$ cat config.mk
export PLATFORM = sky130hd
export DESIGN_NAME = mpc_mul
export DESIGN_NICKNAME = d
export VERILOG_FILES = /design/src/rtl/mpc_pkg.sv /design/src/rtl/mpc_mul.sv
export SDC_FILE = /design/constraint.sdc
export NUM_CORES = 2
export LEC_CHECK = 0
export ABC_AREA = 1
export BUFFER_PORTS_ARGS = -buffer_cell sky130_fd_sc_hd__clkbuf_2
export CAP_MARGIN = 0
export CORE_UTILIZATION = 60
export CTS_CLUSTER_DIAMETER = 80
export DETAILED_ROUTE_END_ITERATION = 8
export PLACE_DENSITY = 0.88
export SYNTH_ARGS = -nofsm -noshare
export SYNTH_HDL_FRONTEND = slang
export SYNTH_SLANG_ARGS = --single-unit
$ cat constraint.sdc
create_clock -name i_clk -period 11.7 [get_ports i_clk]
set_input_delay 0.585 -clock i_clk [delete_from_list [all_inputs] [get_ports i_clk]]
set_output_delay 0.585 -clock i_clk [all_outputs]
set_load 0.03 [all_outputs]
$ cat src/rtl/mpc_pkg.sv
// Package with the shared pipeline control type of the marker pose block.
`default_nettype none
package mpc_pkg;

    // Number of components in one 3D vector.
    localparam int AXES = 3;

    // Pipeline control that every stage of the datapath follows.
    typedef struct packed {
        logic advance;
    } t_pipe_ctl;

endpackage
`default_nettype wire

$ cat src/rtl/mpc_mul.sv
// Two-stage unsigned multiplier built from four half-width partial products.
`default_nettype none
module mpc_mul #(
    parameter int W = 33
) (
    input  wire                    i_clk,
    input  mpc_pkg::t_pipe_ctl     i_ctl,
    input  wire  [W-1:0]           i_a,
    input  wire  [W-1:0]           i_b,
    output logic [2*W-1:0]         o_p
);
    import mpc_pkg::*;

    localparam int H  = (W + 1) / 2;
    localparam int PW = 4 * H;

    logic [H-1:0]   w_al, w_ah, w_bl, w_bh;
    logic [2*H-1:0] r_ll, r_lh, r_hl, r_hh;
    logic [PW-1:0]  w_sum;
    logic [2*W-1:0] r_p;

    // Split both operands into low and high halves.
    assign w_al = i_a[H-1:0];
    assign w_bl = i_b[H-1:0];
    assign w_ah = H'(i_a >> H);
    assign w_bh = H'(i_b >> H);

    // First stage: partial products.
    always_ff @(posedge i_clk) begin
        if (i_ctl.advance) begin
            r_ll <= w_al * w_bl;
            r_lh <= w_al * w_bh;
            r_hl <= w_ah * w_bl;
            r_hh <= w_ah * w_bh;
        end
    end

    // Second stage: shifted sum of the partial products.
    assign w_sum = PW'(r_ll) + (PW'(r_lh) << H) + (PW'(r_hl) << H) + (PW'(r_hh) << (2 * H));

    always_ff @(posedge i_clk) begin
        if (i_ctl.advance) begin
            r_p <= w_sum[2*W-1:0];
        end
    end

    assign o_p = r_p;
endmodule
`default_nettype wire

==> qor.yml <==
hold_path.class: "flip-flop to flip-flop"
seq_area_mm2: 0.00595
synthFlopType: "edfxtp_1"
rsz0062_at_grt: "no"
finalCritPeriodShare_pct: 52.2
cp-start-kind: "input pin"
grt_pass1_wl_um: 222000
async_flop_share_pct: 0
cts.clk_slew.worst_paths_ns: 0.08
drt-initial-drc-count: 4283
ant_nets: 0
dieHeight_um: 287
multi_input_area_mm2: 0.0349
cts_max_path_buffers: 2
cts_tree: "yes"
syn2layout_area_growth_pct: 3.82
ctsHtreeMaxLevel: 4
critPathCaptureType: "flip-flop"
start_util_pct: 60.5
fin_setup_tns_ns: 0
antenna_found_initial: 5
layout.nets: 7673
wl_per_cell_um: 18.5
cp_max_fo: 33
drc_errors: 0
postCtsSetupBuffers: 0
cts_hold_buffers: 0
cp-endpoint: "r_ll[32]"
yosysSeqAreaShare_pct: 12.2
whs_path_depth: 0
clock_latency_ns: 0.53
critPathLaunch: "i_b[8]"
dr.pass1.iters: 6
fill_cells: 6677
hold_viol: 0
netlist_area_mm2: 0.0487
io-pin-count: 134
drive_gt1_share_pct: 4.07
yosys_warnings: 0
worst-slew-pin-transition_ns: 1.14
hpwl_um: 108000
fin_util_pct: 62.8
grt.overflow.total: 0
setup_violations: 0
critPathArrivalTime_ns: 6.38
drv_cap: 0
gp_congestion: 0.992
via_per_inst: 5.49
cts_made_buffers: 17
reg2regPathDepth: 12
core.rowCount: 104
synth.net_count: 7754
outcome: "finished clean"
r2r_setup_slack_ns: 8.36
synth.avg_cell_area_um2: 7.65
fmax_mhz: 164
cts.sinks: 198
synth_edf_count: 198
relSlewSlack_pct: 23.9
crit_type: "input pin to flip-flop"
numPortBuffers: 133
routed_wl_um: 136000
dieArea_mm2: 0.0822
ctsResizeCount: 0
grt_max_degree: 84
cts_root_buffer: "clkbuf_16"
synthCells: 6363
yosysUniqueCellTypes: 31
via_count: 40390
dieWidth_um: 287
period_needed_ns: 6.11
grt_pass1_vias: 43069
synth_seq_cells: 198
rr_startpoint: "r_ll[18]"
drv_slew: 0
r2r_end: "o_p[46]"
whs_ns: 0.426
coreArea_mm2: 0.0804
grt_usage_pct: 34.7
final.setup_skew_ns: 0.0264
critPathRequiredTime_ns: 11.97
==> metal layers <==
metal  routed length [µm]  global-route usage, %
met3                15000                   7.81
met5                    0                      0
met4                 7760                   17.4
met2                62100                   56.6
met1                50900                   43.6
==> flip-flops by register name (all words and copies together) (netlist names) <==
| name | flops |
|---|---|
| o_p | 66 |
| r_hh | 32 |
| r_hl | 33 |
| r_lh | 33 |
| r_ll | 34 |
==> cell families after synthesis <==
group	Yosys count	synth area share, %
and+or+nand+nor	2391	19.6
buffers and inverters	2081	16.1
adders and majority gates	1323	47.4
AOI/OAI and AO/OA	276	3.01
DFF	198	12.2
xor gates and xnor gates	94	1.69
==> how the worst min path moves through the flow <==
| stage | endpoint | from | slack (ns) |
|---|---|---|---|
| 2_1_floorplan | o_p[0] | r_ll[0] | 0.40 |
| 3_3_place_gp | o_p[0] | r_ll[0] | 0.40 |
| 3_5_place_dp | o_p[4] | r_ll[4] | 0.41 |
| 4_1_cts | o_p[4] | r_ll[4] | 0.43 |
| 5_1_grt | o_p[4] | r_ll[4] | 0.42 |
| 6_report | o_p[7] | r_ll[7] | 0.43 |
==> cell usage after synthesis (2+ instances only) <==
| master | n | share of area (%) |
|---|---|---|
| nand2_1 | 1911 | 15 |
| xor2_1 | 77 | 1.4 |
| inv_2 | 10 | 0.077 |
| nor2_4 | 2 | 0.046 |
| xnor2_1 | 17 | 0.31 |
| nor3_1 | 41 | 0.42 |
| a21o_1 | 11 | 0.17 |
| nor2_1 | 187 | 1.4 |
| nand2_2 | 9 | 0.12 |
| nand3b_1 | 7 | 0.11 |
| nor3_2 | 4 | 0.082 |
| fa_1 | 868 | 36 |
| ha_1 | 455 | 12 |
| o211ai_1 | 7 | 0.11 |
| a21oi_1 | 156 | 1.6 |
| o21ai_0 | 87 | 0.89 |
| nand4_1 | 47 | 0.60 |
| nand3_1 | 144 | 1.5 |
| edfxtp_1 | 198 | 12 |
| nand3_2 | 11 | 0.23 |
| o21bai_1 | 9 | 0.14 |
| o21a_1 | 4 | 0.062 |
| inv_1 | 1807 | 14 |
| nor2_2 | 25 | 0.32 |
| clkbuf_1 | 263 | 2.0 |
==> final cells by class <==
| class | instances | share of cell area [%] |
|---|---|---|
| Antenna cell | 2 | 0.00991 |
| Clock buffer | 17 | 0.842 |
| Clock inverter | 15 | 0.369 |
| Inverter | 1817 | 13.5 |
| Multi-Input combinational cell | 4084 | 69.1 |
| Sequential cell | 198 | 11.8 |
| Tap cell | 1060 | 2.63 |
| Timing Repair Buffer | 164 | 1.80 |
==> through the flow <==
stage                     worst slack [ns]  cell area [µm²]  instances
after CTS                             5.73            50500       7355
after global placement                5.26            49900       7323
after global routing                  5.42            50500       7356
after detailed placement              5.17            49900       7323
after floorplan                       6.00            48700       6363
final                                 5.59            50500       7357
==> critical path, cell delays in order <==
cell and delay, ns:
clkbuf_2 0.75, nand2_1 0.20, fa_1 0.60, inv_1 0.08, fa_1 0.51, inv_1 0.06, fa_1 0.56, inv_1 0.06
fa_1 0.45, fa_1 0.50, inv_1 0.05, fa_1 0.49, inv_1 0.05, ha_1 0.33, a21oi_1 0.25, o21ai_0 0.24
a21oi_1 0.17, nand2_1 0.15, nand2_1 0.13, nand2_1 0.06, nand2_1 0.06, nand2_1 0.04
==> layout by cell type (no fill, tap or decap), drive strengths merged, types with 45 or more instances in the layout <==
cell type / synthesis / routed
a21oi: 156 / 156
clkbuf: 263 / 150
edfxtp: 198 / 198
fa: 868 / 868
ha: 455 / 455
inv: 1817 / 1824
nand2: 1920 / 1920
nand3: 155 / 155
nand4: 47 / 47
nor2: 214 / 214
nor3: 45 / 45
o21ai: 87 / 87
xor2: 77 / 77
Power is not shown: default switching activity piles up to over one toggle a cycle in this logic, so the estimate is an artifact.
